### src/design/assert_macros.svh
// Assertion helper macros for the order queue fill tracker.
// Included by the top level only; no other dependencies.
`ifndef ASSERT_MACROS_SVH
`define ASSERT_MACROS_SVH

// Check that cons holds in the same cycle whenever ante holds.
`define POQFT_ASSERT_IMP(lbl, clk, rst, ante, cons) \
   lbl: assert property (@(posedge clk) disable iff (rst) (ante) |-> (cons)) \
      else $error("poqft: same-cycle check failed");

// Check that cons holds in the cycle after ante.
`define POQFT_ASSERT_NEXT(lbl, clk, rst, ante, cons) \
   lbl: assert property (@(posedge clk) disable iff (rst) (ante) |=> (cons)) \
      else $error("poqft: next-cycle check failed");

`endif

### src/design/poqft_pkg.sv
// Shared types and constants for the order queue fill tracker.
// No dependencies; used by the controller, the datapath and the top level.
package poqft_pkg;

   // Default table depth and fill limit per trade
   localparam int MAX_ORDERS_DEF = 16;
   localparam int NRES           = 16;
   localparam int NRES_W         = $clog2(NRES);

   // Operation codes
   localparam logic [1:0] OP_PLACE  = 2'd0;
   localparam logic [1:0] OP_TRADE  = 2'd1;
   localparam logic [1:0] OP_CANCEL = 2'd2;
   localparam logic [1:0] OP_CLEAR  = 2'd3;

   // Result kinds
   localparam logic [2:0] RK_PLACED    = 3'd0;
   localparam logic [2:0] RK_FILL      = 3'd1;
   localparam logic [2:0] RK_NO_FILL   = 3'd2;
   localparam logic [2:0] RK_CANCELLED = 3'd3;
   localparam logic [2:0] RK_FULL      = 3'd4;
   localparam logic [2:0] RK_CLEARED   = 3'd5;

   // Side codes as stored
   localparam logic [1:0] SIDE_BID = 2'b01;
   localparam logic [1:0] SIDE_ASK = 2'b11;

   // Register indexes
   localparam logic [1:0] CSR_LATENCY  = 2'd0;
   localparam logic [1:0] CSR_PRICE_TOL = 2'd1;
   localparam logic [1:0] CSR_QTY_TOL  = 2'd2;

   typedef enum logic [2:0] {
      ST_IDLE,
      ST_SCAN,
      ST_EVAL,
      ST_APPLY,
      ST_DROP,
      ST_CANCEL
   } state_type;

   typedef struct packed {
      logic place;
      logic clear_all;
      logic ignore;
      logic trade_begin;
      logic cancel_begin;
      logic cnt_clear;
      logic scan;
      logic eval;
      logic apply;
      logic drop;
      logic cancel;
      logic finish_trade;
      logic finish_cancel;
   } cmd_type;

   typedef struct packed {
      logic cmp_last;
      logic best_found;
      logic trade_ignore;
      logic walk_full;
   } status_type;

endpackage

### src/design/passive_order_queue_fill_tracker_top.sv
// Top level of the order queue fill tracker: controller plus datapath.
// Depends on poqft_pkg, poqft_ctrl, poqft_dp and assert_macros.svh.
//
//  channel   ports                         handshake
//  request   start, busy, req_*            beat taken when start && !busy
//  result    rsp_valid, rsp_*              one-cycle strobe, no backpressure
//  config    csr_write_enable, csr_*       write taken when enable is high
//
// Place and clear-all complete without raising busy; cancel by id sweeps the table
// once; results follow. A trade that is not ignored scans the whole table once per
// order visited, through the table's single read port, once more to find no order
// left (skipped after 16 fills), then sweeps it to drop filled orders. busy is
// high meanwhile.
// Reset is synchronous and clears the table and the id counter.
`include "assert_macros.svh"

module passive_order_queue_fill_tracker_top #(
   parameter int MAX_ORDERS = poqft_pkg::MAX_ORDERS_DEF
) (
   input  logic               clock,
   input  logic               reset,
   input  logic               start,
   output logic               busy,
   input  logic [1:0]         req_operation,
   input  logic signed [1:0]  req_order_side,
   input  logic signed [1:0]  req_taker_side,
   input  logic [31:0]        req_price_ticks,
   input  logic [31:0]        req_quantity,
   input  logic [31:0]        req_queue_ahead,
   input  logic [47:0]        req_timestamp_ms,
   input  logic [31:0]        req_order_id,
   output logic               rsp_valid,
   output logic [2:0]         rsp_result_kind,
   output logic [31:0]        rsp_assigned_id,
   output logic [31:0]        rsp_fill_price,
   output logic [31:0]        rsp_fill_qty,
   output logic signed [1:0]  rsp_fill_side,
   output logic [47:0]        rsp_trade_time_ms,
   output logic [47:0]        rsp_placed_time_ms,
   output logic               rsp_swept,
   output logic               rsp_last_result,
   input  logic               csr_write_enable,
   input  logic [1:0]         csr_index,
   input  logic [15:0]        csr_write_data
);

   poqft_pkg::cmd_type    cmd;
   poqft_pkg::status_type status;

   logic place_beat;
   logic last_beat;
   logic nonfill_beat;

   poqft_ctrl u_ctrl (
      .clock     (clock),
      .reset     (reset),
      .start     (start),
      .operation (req_operation),
      .status    (status),
      .cmd       (cmd),
      .busy      (busy)
   );

   poqft_dp #(
      .MAX_ORDERS (MAX_ORDERS)
   ) u_dp (
      .clock              (clock),
      .reset              (reset),
      .cmd                (cmd),
      .status             (status),
      .csr_write_enable   (csr_write_enable),
      .csr_index          (csr_index),
      .csr_write_data     (csr_write_data),
      .req_order_side     (req_order_side),
      .req_taker_side     (req_taker_side),
      .req_price_ticks    (req_price_ticks),
      .req_quantity       (req_quantity),
      .req_queue_ahead    (req_queue_ahead),
      .req_timestamp_ms   (req_timestamp_ms),
      .req_order_id       (req_order_id),
      .rsp_valid          (rsp_valid),
      .rsp_result_kind    (rsp_result_kind),
      .rsp_assigned_id    (rsp_assigned_id),
      .rsp_fill_price     (rsp_fill_price),
      .rsp_fill_qty       (rsp_fill_qty),
      .rsp_fill_side      (rsp_fill_side),
      .rsp_trade_time_ms  (rsp_trade_time_ms),
      .rsp_placed_time_ms (rsp_placed_time_ms),
      .rsp_swept          (rsp_swept),
      .rsp_last_result    (rsp_last_result)
   );

   // terms for the checks below
   assign place_beat   = start && !busy && (req_operation == poqft_pkg::OP_PLACE);
   assign last_beat    = rsp_valid && rsp_last_result;
   assign nonfill_beat = rsp_valid && (rsp_result_kind != poqft_pkg::RK_FILL);

   // a place always answers in the next cycle with a single final beat
   `POQFT_ASSERT_NEXT(a_place_answers, clock, reset, place_beat, last_beat)

   // only fill beats may be followed by more beats of the same item
   `POQFT_ASSERT_IMP(a_nonfill_is_last, clock, reset, nonfill_beat, rsp_last_result)

   // the end of a multi-cycle item always shows its final beat
   `POQFT_ASSERT_IMP(a_done_has_last, clock, reset, $fell(busy), last_beat)

endmodule

### src/design/poqft_ctrl.sv
// Controller state machine for the order queue fill tracker.
// Depends on poqft_pkg; drives commands to poqft_dp and reads its status.
module poqft_ctrl (
   input  logic                   clock,
   input  logic                   reset,
   input  logic                   start,
   input  logic [1:0]             operation,
   input  poqft_pkg::status_type  status,
   output poqft_pkg::cmd_type     cmd,
   output logic                   busy
);

   poqft_pkg::state_type state_ff;
   poqft_pkg::state_type state_in;

   // hold state
   always_ff @(posedge clock) begin
      if (reset) begin
         state_ff <= poqft_pkg::ST_IDLE;
      end else begin
         state_ff <= state_in;
      end
   end

   // next state
   always_comb begin
      state_in = state_ff;
      unique case (state_ff)
         poqft_pkg::ST_IDLE: begin
            if (start) begin
               unique case (operation)
                  poqft_pkg::OP_TRADE: begin
                     if (!status.trade_ignore) state_in = poqft_pkg::ST_SCAN;
                  end
                  poqft_pkg::OP_CANCEL: state_in = poqft_pkg::ST_CANCEL;
                  poqft_pkg::OP_PLACE,
                  poqft_pkg::OP_CLEAR: state_in = poqft_pkg::ST_IDLE;
               endcase
            end
         end
         poqft_pkg::ST_SCAN: begin
            if (status.cmp_last) state_in = poqft_pkg::ST_EVAL;
         end
         poqft_pkg::ST_EVAL: begin
            state_in = status.best_found ? poqft_pkg::ST_APPLY : poqft_pkg::ST_DROP;
         end
         poqft_pkg::ST_APPLY: begin
            state_in = status.walk_full ? poqft_pkg::ST_DROP : poqft_pkg::ST_SCAN;
         end
         poqft_pkg::ST_DROP,
         poqft_pkg::ST_CANCEL: begin
            if (status.cmp_last) state_in = poqft_pkg::ST_IDLE;
         end
         default: state_in = poqft_pkg::ST_IDLE;
      endcase
   end

   // command outputs
   always_comb begin
      cmd = '0;
      unique case (state_ff)
         poqft_pkg::ST_IDLE: begin
            if (start) begin
               unique case (operation)
                  poqft_pkg::OP_PLACE: cmd.place = 1'b1;
                  poqft_pkg::OP_TRADE: begin
                     if (status.trade_ignore) begin
                        cmd.ignore = 1'b1;
                     end else begin
                        cmd.trade_begin = 1'b1;
                        cmd.cnt_clear   = 1'b1;
                     end
                  end
                  poqft_pkg::OP_CANCEL: begin
                     cmd.cancel_begin = 1'b1;
                     cmd.cnt_clear    = 1'b1;
                  end
                  poqft_pkg::OP_CLEAR: cmd.clear_all = 1'b1;
               endcase
            end
         end
         poqft_pkg::ST_SCAN: cmd.scan = 1'b1;
         poqft_pkg::ST_EVAL: begin
            cmd.eval      = 1'b1;
            cmd.cnt_clear = !status.best_found;
         end
         poqft_pkg::ST_APPLY: begin
            cmd.apply     = 1'b1;
            cmd.cnt_clear = 1'b1;
         end
         poqft_pkg::ST_DROP: begin
            cmd.drop         = 1'b1;
            cmd.finish_trade = status.cmp_last;
         end
         poqft_pkg::ST_CANCEL: begin
            cmd.cancel        = 1'b1;
            cmd.finish_cancel = status.cmp_last;
         end
         default: cmd = '0;
      endcase
   end

   assign busy = (state_ff != poqft_pkg::ST_IDLE);

endmodule

### src/design/poqft_dp.sv
// Datapath for the order queue fill tracker: order table, scan pipeline,
// fill arithmetic, result register. Depends on poqft_pkg; driven by poqft_ctrl.
module poqft_dp #(
   parameter int MAX_ORDERS = poqft_pkg::MAX_ORDERS_DEF
) (
   input  logic                   clock,
   input  logic                   reset,
   input  poqft_pkg::cmd_type     cmd,
   output poqft_pkg::status_type  status,
   input  logic                   csr_write_enable,
   input  logic [1:0]             csr_index,
   input  logic [15:0]            csr_write_data,
   input  logic signed [1:0]      req_order_side,
   input  logic signed [1:0]      req_taker_side,
   input  logic [31:0]            req_price_ticks,
   input  logic [31:0]            req_quantity,
   input  logic [31:0]            req_queue_ahead,
   input  logic [47:0]            req_timestamp_ms,
   input  logic [31:0]            req_order_id,
   output logic                   rsp_valid,
   output logic [2:0]             rsp_result_kind,
   output logic [31:0]            rsp_assigned_id,
   output logic [31:0]            rsp_fill_price,
   output logic [31:0]            rsp_fill_qty,
   output logic signed [1:0]      rsp_fill_side,
   output logic [47:0]            rsp_trade_time_ms,
   output logic [47:0]            rsp_placed_time_ms,
   output logic                   rsp_swept,
   output logic                   rsp_last_result
);

   localparam int IDX_W = $clog2(MAX_ORDERS);
   localparam int CNT_W = $clog2(MAX_ORDERS + 1);
   localparam logic [IDX_W-1:0] LAST_IDX = IDX_W'(MAX_ORDERS - 1);

   // configuration registers
   logic [15:0] lat_ff;
   logic [7:0]  ptol_ff;
   logic [15:0] qtol_ff;
   logic [31:0] qtol32;

   // table storage
   logic [MAX_ORDERS-1:0] valid_ff;
   logic [MAX_ORDERS-1:0] visited_ff;
   logic [1:0]  side_mem  [MAX_ORDERS];
   logic [31:0] price_mem [MAX_ORDERS];
   logic [31:0] own_mem   [MAX_ORDERS];
   logic [31:0] qa_mem    [MAX_ORDERS];
   logic [47:0] ptime_mem [MAX_ORDERS];
   logic [31:0] id_mem    [MAX_ORDERS];
   logic [31:0] next_id_ff;

   // read port
   logic [IDX_W-1:0] rd_addr;
   logic [1:0]  rd_side_ff;
   logic [31:0] rd_price_ff;
   logic [31:0] rd_own_ff;
   logic [31:0] rd_qa_ff;
   logic [47:0] rd_ptime_ff;
   logic [31:0] rd_id_ff;

   // sweep counter
   logic [CNT_W-1:0] cnt_ff;
   logic [IDX_W-1:0] idx_d_ff;
   logic             cmp_v_ff;
   logic             sweeping;

   // trade and cancel operands
   logic [31:0] tp_ff;
   logic [31:0] rem_ff;
   logic [47:0] ts_ff;
   logic [1:0]  target_ff;
   logic [31:0] cancel_id_ff;
   logic        bid;

   // best candidate of the current scan
   logic             best_found_ff;
   logic [IDX_W-1:0] best_idx_ff;
   logic [31:0]      best_price_ff;
   logic [31:0]      best_id_ff;
   logic [31:0]      best_own_ff;
   logic [31:0]      best_qa_ff;
   logic [47:0]      best_ptime_ff;
   logic [1:0]       best_side_ff;

   // evaluation results
   logic        go_ff;
   logic        fill_ok_ff;
   logic        sw_ff;
   logic [31:0] qa_new_ff;

   // fill count and pending fill
   logic [poqft_pkg::NRES_W-1:0] n_ff;
   logic        pend_v_ff;
   logic [31:0] pend_price_ff;
   logic [31:0] pend_qty_ff;
   logic [1:0]  pend_side_ff;
   logic [47:0] pend_ptime_ff;
   logic        pend_sw_ff;

   // free slot search
   logic [IDX_W-1:0] slot;
   logic             full;

   // combinational terms
   logic        trade_ignore;
   logic        cand;
   logic        better;
   logic        take;
   logic [48:0] rest_sum;
   logic        rested;
   logic [31:0] diff;
   logic        at_level;
   logic        not_reached;
   logic [31:0] dq;
   logic [31:0] qa_after;
   logic [31:0] rem_after;
   logic        fill_ok;
   logic [31:0] fq;
   logic        emit;

   // result register next values
   logic        out_v_in;
   logic [2:0]  out_kind_in;
   logic [31:0] out_id_in;
   logic [31:0] out_price_in;
   logic [31:0] out_qty_in;
   logic [1:0]  out_side_in;
   logic [47:0] out_tt_in;
   logic [47:0] out_pt_in;
   logic        out_sw_in;
   logic        out_last_in;

   logic        rsp_valid_ff;
   logic [2:0]  rsp_kind_ff;
   logic [31:0] rsp_id_ff;
   logic [31:0] rsp_price_ff;
   logic [31:0] rsp_qty_ff;
   logic [1:0]  rsp_side_ff;
   logic [47:0] rsp_tt_ff;
   logic [47:0] rsp_pt_ff;
   logic        rsp_sw_ff;
   logic        rsp_last_ff;

   assign qtol32 = {16'd0, qtol_ff};
   assign bid    = (target_ff == poqft_pkg::SIDE_BID);

   // write configuration
   always_ff @(posedge clock) begin
      if (reset) begin
         lat_ff  <= '0;
         ptol_ff <= '0;
         qtol_ff <= '0;
      end else if (csr_write_enable) begin
         unique case (csr_index)
            poqft_pkg::CSR_LATENCY:   lat_ff  <= csr_write_data;
            poqft_pkg::CSR_PRICE_TOL: ptol_ff <= csr_write_data[7:0];
            poqft_pkg::CSR_QTY_TOL:   qtol_ff <= csr_write_data;
            default: ;
         endcase
      end
   end

   // pick lowest free slot
   always_comb begin
      slot = '0;
      for (int i = MAX_ORDERS - 1; i >= 0; i--) begin
         if (!valid_ff[i]) slot = IDX_W'(i);
      end
   end
   assign full = &valid_ff;

   assign trade_ignore = (req_quantity <= qtol32) ||
                         !(req_taker_side == 2'sb01 || req_taker_side == 2'sb11);

   // sweep counter and read pipeline
   assign sweeping = cmd.scan || cmd.drop || cmd.cancel;
   assign rd_addr  = cnt_ff[IDX_W-1:0];

   always_ff @(posedge clock) begin
      if (reset) begin
         cnt_ff   <= '0;
         cmp_v_ff <= 1'b0;
      end else if (cmd.cnt_clear) begin
         cnt_ff   <= '0;
         cmp_v_ff <= 1'b0;
      end else if (sweeping && cnt_ff < CNT_W'(MAX_ORDERS)) begin
         cnt_ff   <= cnt_ff + CNT_W'(1);
         cmp_v_ff <= 1'b1;
      end else begin
         cmp_v_ff <= 1'b0;
      end
   end

   always_ff @(posedge clock) begin
      idx_d_ff    <= rd_addr;
      rd_side_ff  <= side_mem[rd_addr];
      rd_price_ff <= price_mem[rd_addr];
      rd_own_ff   <= own_mem[rd_addr];
      rd_qa_ff    <= qa_mem[rd_addr];
      rd_ptime_ff <= ptime_mem[rd_addr];
      rd_id_ff    <= id_mem[rd_addr];
   end

   // write the table
   always_ff @(posedge clock) begin
      if (cmd.place && !full) begin
         side_mem[slot]  <= req_order_side;
         price_mem[slot] <= req_price_ticks;
         own_mem[slot]   <= req_quantity;
         qa_mem[slot]    <= req_queue_ahead;
         ptime_mem[slot] <= req_timestamp_ms;
         id_mem[slot]    <= next_id_ff;
      end else if (cmd.apply) begin
         if (go_ff) qa_mem[best_idx_ff] <= qa_new_ff;
         if (emit)  own_mem[best_idx_ff] <= best_own_ff - fq;
      end
   end

   // scan compare: price priority, lower id on ties
   assign cand = valid_ff[idx_d_ff] && !visited_ff[idx_d_ff] && (rd_side_ff == target_ff);
   always_comb begin
      if (!best_found_ff) begin
         better = 1'b1;
      end else if (rd_price_ff != best_price_ff) begin
         better = bid ? (rd_price_ff > best_price_ff) : (rd_price_ff < best_price_ff);
      end else begin
         better = (rd_id_ff < best_id_ff);
      end
   end
   assign take = cmd.scan && cmp_v_ff && cand && better;

   always_ff @(posedge clock) begin
      if (reset) begin
         best_found_ff <= 1'b0;
      end else if (cmd.cnt_clear) begin
         best_found_ff <= 1'b0;
      end else if (take) begin
         best_found_ff <= 1'b1;
      end
   end

   always_ff @(posedge clock) begin
      if (take) begin
         best_idx_ff   <= idx_d_ff;
         best_price_ff <= rd_price_ff;
         best_id_ff    <= rd_id_ff;
         best_own_ff   <= rd_own_ff;
         best_qa_ff    <= rd_qa_ff;
         best_ptime_ff <= rd_ptime_ff;
         best_side_ff  <= rd_side_ff;
      end
   end

   // evaluate the chosen order: latency, level, queue ahead
   assign rest_sum    = {1'b0, best_ptime_ff} + {33'd0, lat_ff};
   assign rested      = ({1'b0, ts_ff} >= rest_sum);
   assign diff        = (tp_ff >= best_price_ff) ? (tp_ff - best_price_ff)
                                                 : (best_price_ff - tp_ff);
   assign at_level    = (diff <= {24'd0, ptol_ff});
   assign not_reached = bid ? (tp_ff > best_price_ff) : (tp_ff < best_price_ff);
   assign dq          = (best_qa_ff < rem_ff) ? best_qa_ff : rem_ff;
   assign qa_after    = at_level ? (best_qa_ff - dq) : 32'd0;
   assign rem_after   = at_level ? (rem_ff - dq) : rem_ff;
   assign fill_ok     = !at_level || ((rem_after > qtol32) && (qa_after <= qtol32));

   // fill amount for the apply step
   assign fq   = (best_own_ff < rem_ff) ? best_own_ff : rem_ff;
   assign emit = cmd.apply && go_ff && fill_ok_ff && (fq > qtol32);

   always_ff @(posedge clock) begin
      if (cmd.eval) begin
         go_ff      <= rested && (at_level || !not_reached);
         fill_ok_ff <= fill_ok;
         sw_ff      <= !at_level;
         qa_new_ff  <= qa_after;
      end
   end

   // trade operands and remaining budget
   always_ff @(posedge clock) begin
      if (cmd.trade_begin) begin
         tp_ff     <= req_price_ticks;
         rem_ff    <= req_quantity;
         ts_ff     <= req_timestamp_ms;
         target_ff <= (req_taker_side == 2'sb01) ? poqft_pkg::SIDE_ASK : poqft_pkg::SIDE_BID;
      end else if (cmd.eval && rested && (at_level || !not_reached)) begin
         rem_ff <= rem_after;
      end else if (emit) begin
         rem_ff <= rem_ff - fq;
      end
      if (cmd.cancel_begin) cancel_id_ff <= req_order_id;
   end

   // valid and visited bits, next id
   always_ff @(posedge clock) begin
      if (reset) begin
         valid_ff   <= '0;
         next_id_ff <= '0;
      end else begin
         if (cmd.clear_all) begin
            valid_ff <= '0;
         end else if (cmd.place && !full) begin
            valid_ff[slot] <= 1'b1;
            next_id_ff     <= next_id_ff + 32'd1;
         end else if (cmp_v_ff && cmd.drop && (rd_own_ff <= qtol32)) begin
            valid_ff[idx_d_ff] <= 1'b0;
         end else if (cmp_v_ff && cmd.cancel && (rd_id_ff == cancel_id_ff)) begin
            valid_ff[idx_d_ff] <= 1'b0;
         end
      end
   end

   always_ff @(posedge clock) begin
      if (cmd.trade_begin) begin
         visited_ff <= '0;
      end else if (cmd.eval && best_found_ff) begin
         visited_ff[best_idx_ff] <= 1'b1;
      end
   end

   // fill count and pending fill; a fill leaves only when the next one or the end is known
   always_ff @(posedge clock) begin
      if (reset) begin
         pend_v_ff <= 1'b0;
      end else if (cmd.trade_begin) begin
         pend_v_ff <= 1'b0;
      end else if (emit) begin
         pend_v_ff <= 1'b1;
      end
   end

   always_ff @(posedge clock) begin
      if (cmd.trade_begin) begin
         n_ff <= '0;
      end else if (emit) begin
         n_ff <= n_ff + poqft_pkg::NRES_W'(1);
      end
      if (emit) begin
         pend_price_ff <= best_price_ff;
         pend_qty_ff   <= fq;
         pend_side_ff  <= best_side_ff;
         pend_ptime_ff <= best_ptime_ff;
         pend_sw_ff    <= sw_ff;
      end
   end

   // build the next result beat
   always_comb begin
      out_v_in     = 1'b0;
      out_kind_in  = poqft_pkg::RK_NO_FILL;
      out_id_in    = '0;
      out_price_in = '0;
      out_qty_in   = '0;
      out_side_in  = '0;
      out_tt_in    = '0;
      out_pt_in    = '0;
      out_sw_in    = 1'b0;
      out_last_in  = 1'b1;
      priority if (cmd.place) begin
         out_v_in    = 1'b1;
         out_kind_in = full ? poqft_pkg::RK_FULL : poqft_pkg::RK_PLACED;
         out_id_in   = full ? 32'd0 : next_id_ff;
      end else if (cmd.ignore) begin
         out_v_in = 1'b1;
      end else if (cmd.clear_all) begin
         out_v_in    = 1'b1;
         out_kind_in = poqft_pkg::RK_CLEARED;
      end else if (cmd.finish_cancel) begin
         out_v_in    = 1'b1;
         out_kind_in = poqft_pkg::RK_CANCELLED;
      end else if ((emit || cmd.finish_trade) && pend_v_ff) begin
         out_v_in     = 1'b1;
         out_kind_in  = poqft_pkg::RK_FILL;
         out_price_in = pend_price_ff;
         out_qty_in   = pend_qty_ff;
         out_side_in  = pend_side_ff;
         out_tt_in    = ts_ff;
         out_pt_in    = pend_ptime_ff;
         out_sw_in    = pend_sw_ff;
         out_last_in  = cmd.finish_trade;
      end else if (cmd.finish_trade) begin
         out_v_in = 1'b1;
      end
   end

   // result register
   always_ff @(posedge clock) begin
      if (reset) begin
         rsp_valid_ff <= 1'b0;
      end else begin
         rsp_valid_ff <= out_v_in;
      end
   end

   always_ff @(posedge clock) begin
      if (out_v_in) begin
         rsp_kind_ff  <= out_kind_in;
         rsp_id_ff    <= out_id_in;
         rsp_price_ff <= out_price_in;
         rsp_qty_ff   <= out_qty_in;
         rsp_side_ff  <= out_side_in;
         rsp_tt_ff    <= out_tt_in;
         rsp_pt_ff    <= out_pt_in;
         rsp_sw_ff    <= out_sw_in;
         rsp_last_ff  <= out_last_in;
      end
   end

   assign rsp_valid          = rsp_valid_ff;
   assign rsp_result_kind    = rsp_kind_ff;
   assign rsp_assigned_id    = rsp_id_ff;
   assign rsp_fill_price     = rsp_price_ff;
   assign rsp_fill_qty       = rsp_qty_ff;
   assign rsp_fill_side      = rsp_side_ff;
   assign rsp_trade_time_ms  = rsp_tt_ff;
   assign rsp_placed_time_ms = rsp_pt_ff;
   assign rsp_swept          = rsp_sw_ff;
   assign rsp_last_result    = rsp_last_ff;

   // status to the controller
   assign status.cmp_last     = cmp_v_ff && (idx_d_ff == LAST_IDX);
   assign status.best_found   = best_found_ff;
   assign status.trade_ignore = trade_ignore;
   assign status.walk_full    = emit && (n_ff == poqft_pkg::NRES_W'(poqft_pkg::NRES - 1));

endmodule

### config.mk
export PLATFORM = sky130hd
export DESIGN_NAME = passive_order_queue_fill_tracker_top
export DESIGN_NICKNAME = d
export VERILOG_FILES = /design/src/design/poqft_pkg.sv /design/src/design/passive_order_queue_fill_tracker_top.sv /design/src/design/poqft_ctrl.sv /design/src/design/poqft_dp.sv
export VERILOG_INCLUDE_DIRS = /design/src /design/src/design
export SDC_FILE = /design/constraint.sdc
export NUM_CORES = 2
export LEC_CHECK = 0
export BUFFER_PORTS_ARGS = -buffer_cell sky130_fd_sc_hd__buf_2
export CAP_MARGIN = 20
export CORE_ASPECT_RATIO = 1.25
export CORE_MARGIN = 2
export CORE_UTILIZATION = 30
export CTS_BUF_LIST = sky130_fd_sc_hd__clkbuf_4
export CTS_CLUSTER_SIZE = 14
export DETAILED_ROUTE_END_ITERATION = 10
export PLACE_DENSITY_LB_ADDON = 0.25
export SYNTH_ARGS = -nofsm -noshare
export SYNTH_HDL_FRONTEND = slang
export SYNTH_SLANG_ARGS = --single-unit
### constraint.sdc
create_clock -name clock -period 28.5 [get_ports clock]
set_clock_uncertainty 0.15 [all_clocks]
set_input_delay 2.85 -clock clock [delete_from_list [all_inputs] [get_ports clock]]
set_output_delay 2.85 -clock clock [all_outputs]
set_load 0.01 [all_outputs]
==> out/summary.log <==
[cts] Clk Tree Root Cell sky130_fd_sc_hd__clkbuf_4
[pwr] power density normalized to cell area 65.1 mW/mm2
[sta] count of final setup violators 0
[finish] Non-Filler Cell Area, Final 0.180 mm2
[route] M1 wire length 182000 um
[synthesis] largest area contributor in the synthesized netlist sky130_fd_sc_hd__edfxtp_1
[run] max-capacitance violation count 0
[worst_setup_path] crit path launch type flip-flop
[global_routing] overflow left after global routing 0
[sta] number of endpoints with negative hold slack in the final report 0
[synthesis] Syn. warnings 0
[cts] number of gates resized after CTS 0
[die] I/O pin cnt 405
[finish] Net count, final 10400
[place] routability-driven placement congestion ratio 0.889
[finish] Filler Cells Inserted 49800
[worst_setup_path] Slowest Stage Delay on Critical Path 0.56 ns
[sta] peak clock frequency supported by timing 88.7 MHz
[synthesis] adder and majority gate portion of the synthesized area 3.85%
[die] initial standard-cell utilization of the core 30.1%
[synthesis] count of flip-flops with a built-in enable after synthesis 3524
[route] count of nets left with antenna violations after detail routing 0
[sta] setup_tns 0 ns
[sta] RSZ-0062 raised after global routing no
[synthesis] post-synthesis xor/xnor area fraction 1.39%
[place] post-place instance area 0.168 mm2
[worst_setup_path] worst path arrival time 12.54 ns
[synthesis] mapped cell area 0.157 mm2
[cts] Max Buffers Root-to-Sink 4
[die] Row Count 296
[route] Residual DRC 0
[synthesis] main combinational cell family by area after synthesis multiplexers
[pwr] static power due to leakage 60.9 nW
[sta] worst slew slack as a fraction of its limit 14.2%
[cts] count of H-tree levels built during CTS 6
[synthesis] top area cells in the synthesized netlist sky130_fd_sc_hd__edfxtp_1 (68%), sky130_fd_sc_hd__mux4_2 (13%), sky130_fd_sc_hd__dfxtp_1 (3.9%), sky130_fd_sc_hd__ha_1 (3.8%), sky130_fd_sc_hd__a21oi_1 (1.2%)
[synthesis] total of flip-flops plus latches after synthesis 3826
[synthesis] post-synthesis mux area share 13.3%
[die] Die Span X 650 um
[route] final wirelength 456000 um
[sta] final critical-path share of the clock period 39.6%
[cts] source-to-sink clock delay at the later pin of the worst-skew pair 1.77 ns
[route] Vias 85800
[die] height of the die 812 um
[global_routing] vias in the first global route 91000
[synthesis] synthesized instance count 8555
[global_routing] largest net degree at the start of global routing 161
[route] Highest Signal Layer met5
[finish] fraction of layout instances using a drive strength above 1 29.6%
[route] drt initial violations 6484
[synthesis] area fraction in and, or, nand and nor cells after synthesis 4.61%
[place] IO buf count 404
[synthesis] compound-gate portion of the synthesized area 4.04%
[synthesis] ys async rst share 0%
[run_status] result of the run finished, final reports clean
[place] placed wire-length estimate after detailed placement 274000 um
[global_routing] number of antenna violations at the first check in global routing 60
[global_routing] wire length of the first global-routing pass 645000 um
[worst_setup_path] type of element capturing the critical path flip-flop
[synthesis] Synth cell types 93
[cts] TritonCTS clock tree done
[route] number of vias per cell 4.93
[route] detailed-router iteration count before antenna repair 6
[worst_setup_path] classification of the worst setup path reg -> reg
[cts] count of hold buffers inserted by post-cts repair 0
[finish] area overhead of the layout relative to synthesis 15.1%
[synthesis] mean instance size in the synthesized netlist 18.3 um2
[cts] total clock sinks 3826
[global_routing] Global Route Usage Sum 16.8%
[die] area of the die 0.528 mm2
[synthesis] synthesized net count 9237
[sta] minimum clock period after layout 11.28 ns
[sta] transition time of the tightest slew-check pin 1.29 ns
[cts] clk slew on worst S/H paths 0.07 ns
[worst_setup_path] Crit path required time 29.76 ns
[worst_hold_path] Hold Path Class reg -> reg
[sta] Pins Over Slew Limit 0
[synthesis] flip-flop cell with the highest count after synthesis sky130_fd_sc_hd__edfxtp_1
[route] Met3 Routed Length 25000 um
[cts] number of buffers created by CTS 931
[synthesis] post-synthesis sequential area ratio 71.4%
[route] Routed WL per cell 26.2 um
[pwr] worst ir drop on vdd 0.0000410 V
[worst_setup_path] largest fanout on the critical path 54
[die] standard cell core area 0.520 mm2
[cts] setup bufs post-CTS 0
[worst_setup_path] slowest CP cell sky130_fd_sc_hd__inv_2
[route] routed length on met2 232000 um
[synthesis] top cell type's share of synthesized area 67.6%
-- worst paths after layout --
kind | start | endpoint | slack [ns] | depth (start not counted)
worst min register to register | u_dp.rd_qa_ff[21]$_DFF_P_ | u_dp.best_qa_ff[21]$_DFFE_PP_ | 0.20 | 0
worst max-delay path | u_dp.tp_ff[0]$_DFFE_PP_ | u_dp.fill_ok_ff$_DFFE_PN_ | 17.22 | 43
worst max register to register | u_dp.tp_ff[0]$_DFFE_PP_ | u_dp.fill_ok_ff$_DFFE_PN_ | 17.22 | 43
worst min-delay path | u_dp.rd_qa_ff[21]$_DFF_P_ | u_dp.best_qa_ff[21]$_DFFE_PP_ | 0.20 | 0
-- critical path, delay by kind of cell (launching register included) --
kind,cells,cell delay (ns)
adders and majority gates,4,1.13
AOI/OAI and AO/OA,19,4.63
xor gates and xnor gates,1,0.16
muxes,1,0.31
DFF,1,0.41
and+or+nand+nor,14,2.87
buffers and inverters,4,1.25
-- cells in the final DEF (no fill, tap or decap), types with 86 or more instances in the layout --
cell type | synthesis | final
sky130_fd_sc_hd__a21oi_1 | 360 | 357
sky130_fd_sc_hd__buf_4 | 2 | 132
sky130_fd_sc_hd__ha_1 | 471 | 471
sky130_fd_sc_hd__clkinv_1 | 1 | 219
sky130_fd_sc_hd__xnor2_1 | 137 | 137
sky130_fd_sc_hd__clkbuf_4 | 0 | 1427
sky130_fd_sc_hd__nor2_1 | 299 | 282
sky130_fd_sc_hd__dfxtp_1 | 302 | 298
sky130_fd_sc_hd__nand2_1 | 408 | 407
sky130_fd_sc_hd__xor2_1 | 111 | 111
sky130_fd_sc_hd__and2_1 | 229 | 218
sky130_fd_sc_hd__nand4_1 | 86 | 86
sky130_fd_sc_hd__inv_1 | 275 | 259
sky130_fd_sc_hd__o21ai_0 | 202 | 189
sky130_fd_sc_hd__buf_2 | 8 | 404
sky130_fd_sc_hd__mux4_2 | 890 | 890
sky130_fd_sc_hd__a21o_1 | 119 | 119
sky130_fd_sc_hd__edfxtp_1 | 3524 | 3524
-- registers in the layout, summed over array words and instances (netlist names), 48 cells and up --
register                 cells
u_dp.own_mem               512
u_dp.rd_ptime_ff            48
u_dp.id_mem                512
u_dp.rsp_trade_time_ms      48
u_dp.ts_ff                  48
u_dp.qa_mem                512
u_dp.pend_ptime_ff          48
u_dp.ptime_mem             768
u_dp.rsp_placed_time_ms     48
u_dp.price_mem             512
u_dp.best_ptime_ff          48
-- layout make-up --
class,count,area [um2],share of cell area (%)
clock inverters,322,1810,1.00
clock buffers,1427,10700,5.94
repair buffers,553,3320,1.84
well taps,6854,8580,4.76
inverters,277,1170,0.647
multi-input cells,4128,42800,23.7
diodes,31,77.6,0.0430
flip-flops and latches,3826,112000,62.0
-- stage by stage --
step	setup slack, ns	util [%]	hold WS [ns]	instances	power [mW]
final	17.22	34.7	0.198	17400	11.7
after global routing	16.37	34.7	0.201	17400	12.2
after CTS	17.28	34.6	0.178	17400	11.9
after detailed placement	17.42	32.2	0.239	15600	7.22
after global placement	17.44	32.2	0.236	15600	7.21
after floorplan	18.93	-	0.179	8555	6.93
-- cell usage after synthesis (7+ instances only) --
cell type	count
sky130_fd_sc_hd__xor2_1	111
sky130_fd_sc_hd__a2111oi_0	10
sky130_fd_sc_hd__o31ai_1	13
sky130_fd_sc_hd__buf_2	8
sky130_fd_sc_hd__inv_1	275
sky130_fd_sc_hd__mux4_2	890
sky130_fd_sc_hd__o211ai_1	18
sky130_fd_sc_hd__or2_2	16
sky130_fd_sc_hd__and3_1	38
sky130_fd_sc_hd__o21a_1	45
sky130_fd_sc_hd__nand2b_1	57
sky130_fd_sc_hd__o21bai_1	30
sky130_fd_sc_hd__clkbuf_1	259
sky130_fd_sc_hd__and4_1	15
sky130_fd_sc_hd__nand4_1	86
sky130_fd_sc_hd__mux2i_1	29
sky130_fd_sc_hd__buf_1	54
sky130_fd_sc_hd__a211o_1	9
sky130_fd_sc_hd__dfxtp_1	302
sky130_fd_sc_hd__nand2_1	408
sky130_fd_sc_hd__nor2b_1	68
sky130_fd_sc_hd__nor3_1	58
sky130_fd_sc_hd__nand3b_1	14
sky130_fd_sc_hd__a21oi_1	360
sky130_fd_sc_hd__and2_1	229
sky130_fd_sc_hd__mux2_2	37
sky130_fd_sc_hd__nor3b_1	11
sky130_fd_sc_hd__a211oi_1	37
sky130_fd_sc_hd__o21ai_1	14
sky130_fd_sc_hd__or3_1	26
sky130_fd_sc_hd__o21ai_0	202
sky130_fd_sc_hd__a21o_1	119
sky130_fd_sc_hd__edfxtp_1	3524
sky130_fd_sc_hd__a31oi_1	27
sky130_fd_sc_hd__nor4_1	36
sky130_fd_sc_hd__nand3_1	59
sky130_fd_sc_hd__o22ai_1	7
sky130_fd_sc_hd__xnor2_1	137
sky130_fd_sc_hd__a21boi_0	9
sky130_fd_sc_hd__fa_1	7
sky130_fd_sc_hd__nor2_1	299
sky130_fd_sc_hd__ha_1	471
sky130_fd_sc_hd__a221o_1	23
-- layer usage --
layer / up-vias / track usage [%]
li1: 37300 / -
met1: 44800 / 20.5
met2: 2826 / 29.6
met3: 848 / 3.08
met4: 22 / 6.28
met5: - / 0
-- power breakdown --
group	total, mW	leakage [nW]	internal (mW)	switching [mW]
registers	6.28	35.2	6.20	0.0754
logic	0.805	18.3	0.377	0.428
clock network	4.66	7.44	2.39	2.27
total	11.7	60.9	8.97	2.77
-- kinds of logic (layout without fill, tap and decap cells) --
| family | Yosys count | in the layout |
|---|---|---|
| AOI/OAI and AO/OA | 1008 | 1008 |
| buffers and inverters | 601 | 2579 |
| other | 0 | 31 |
| adders and majority gates | 478 | 478 |
| muxes | 957 | 957 |
| DFF | 3826 | 3826 |
| xor gates and xnor gates | 248 | 248 |
| and+or+nand+nor | 1437 | 1437 |
No activity file was read; power rests on OpenSTA's default activity.
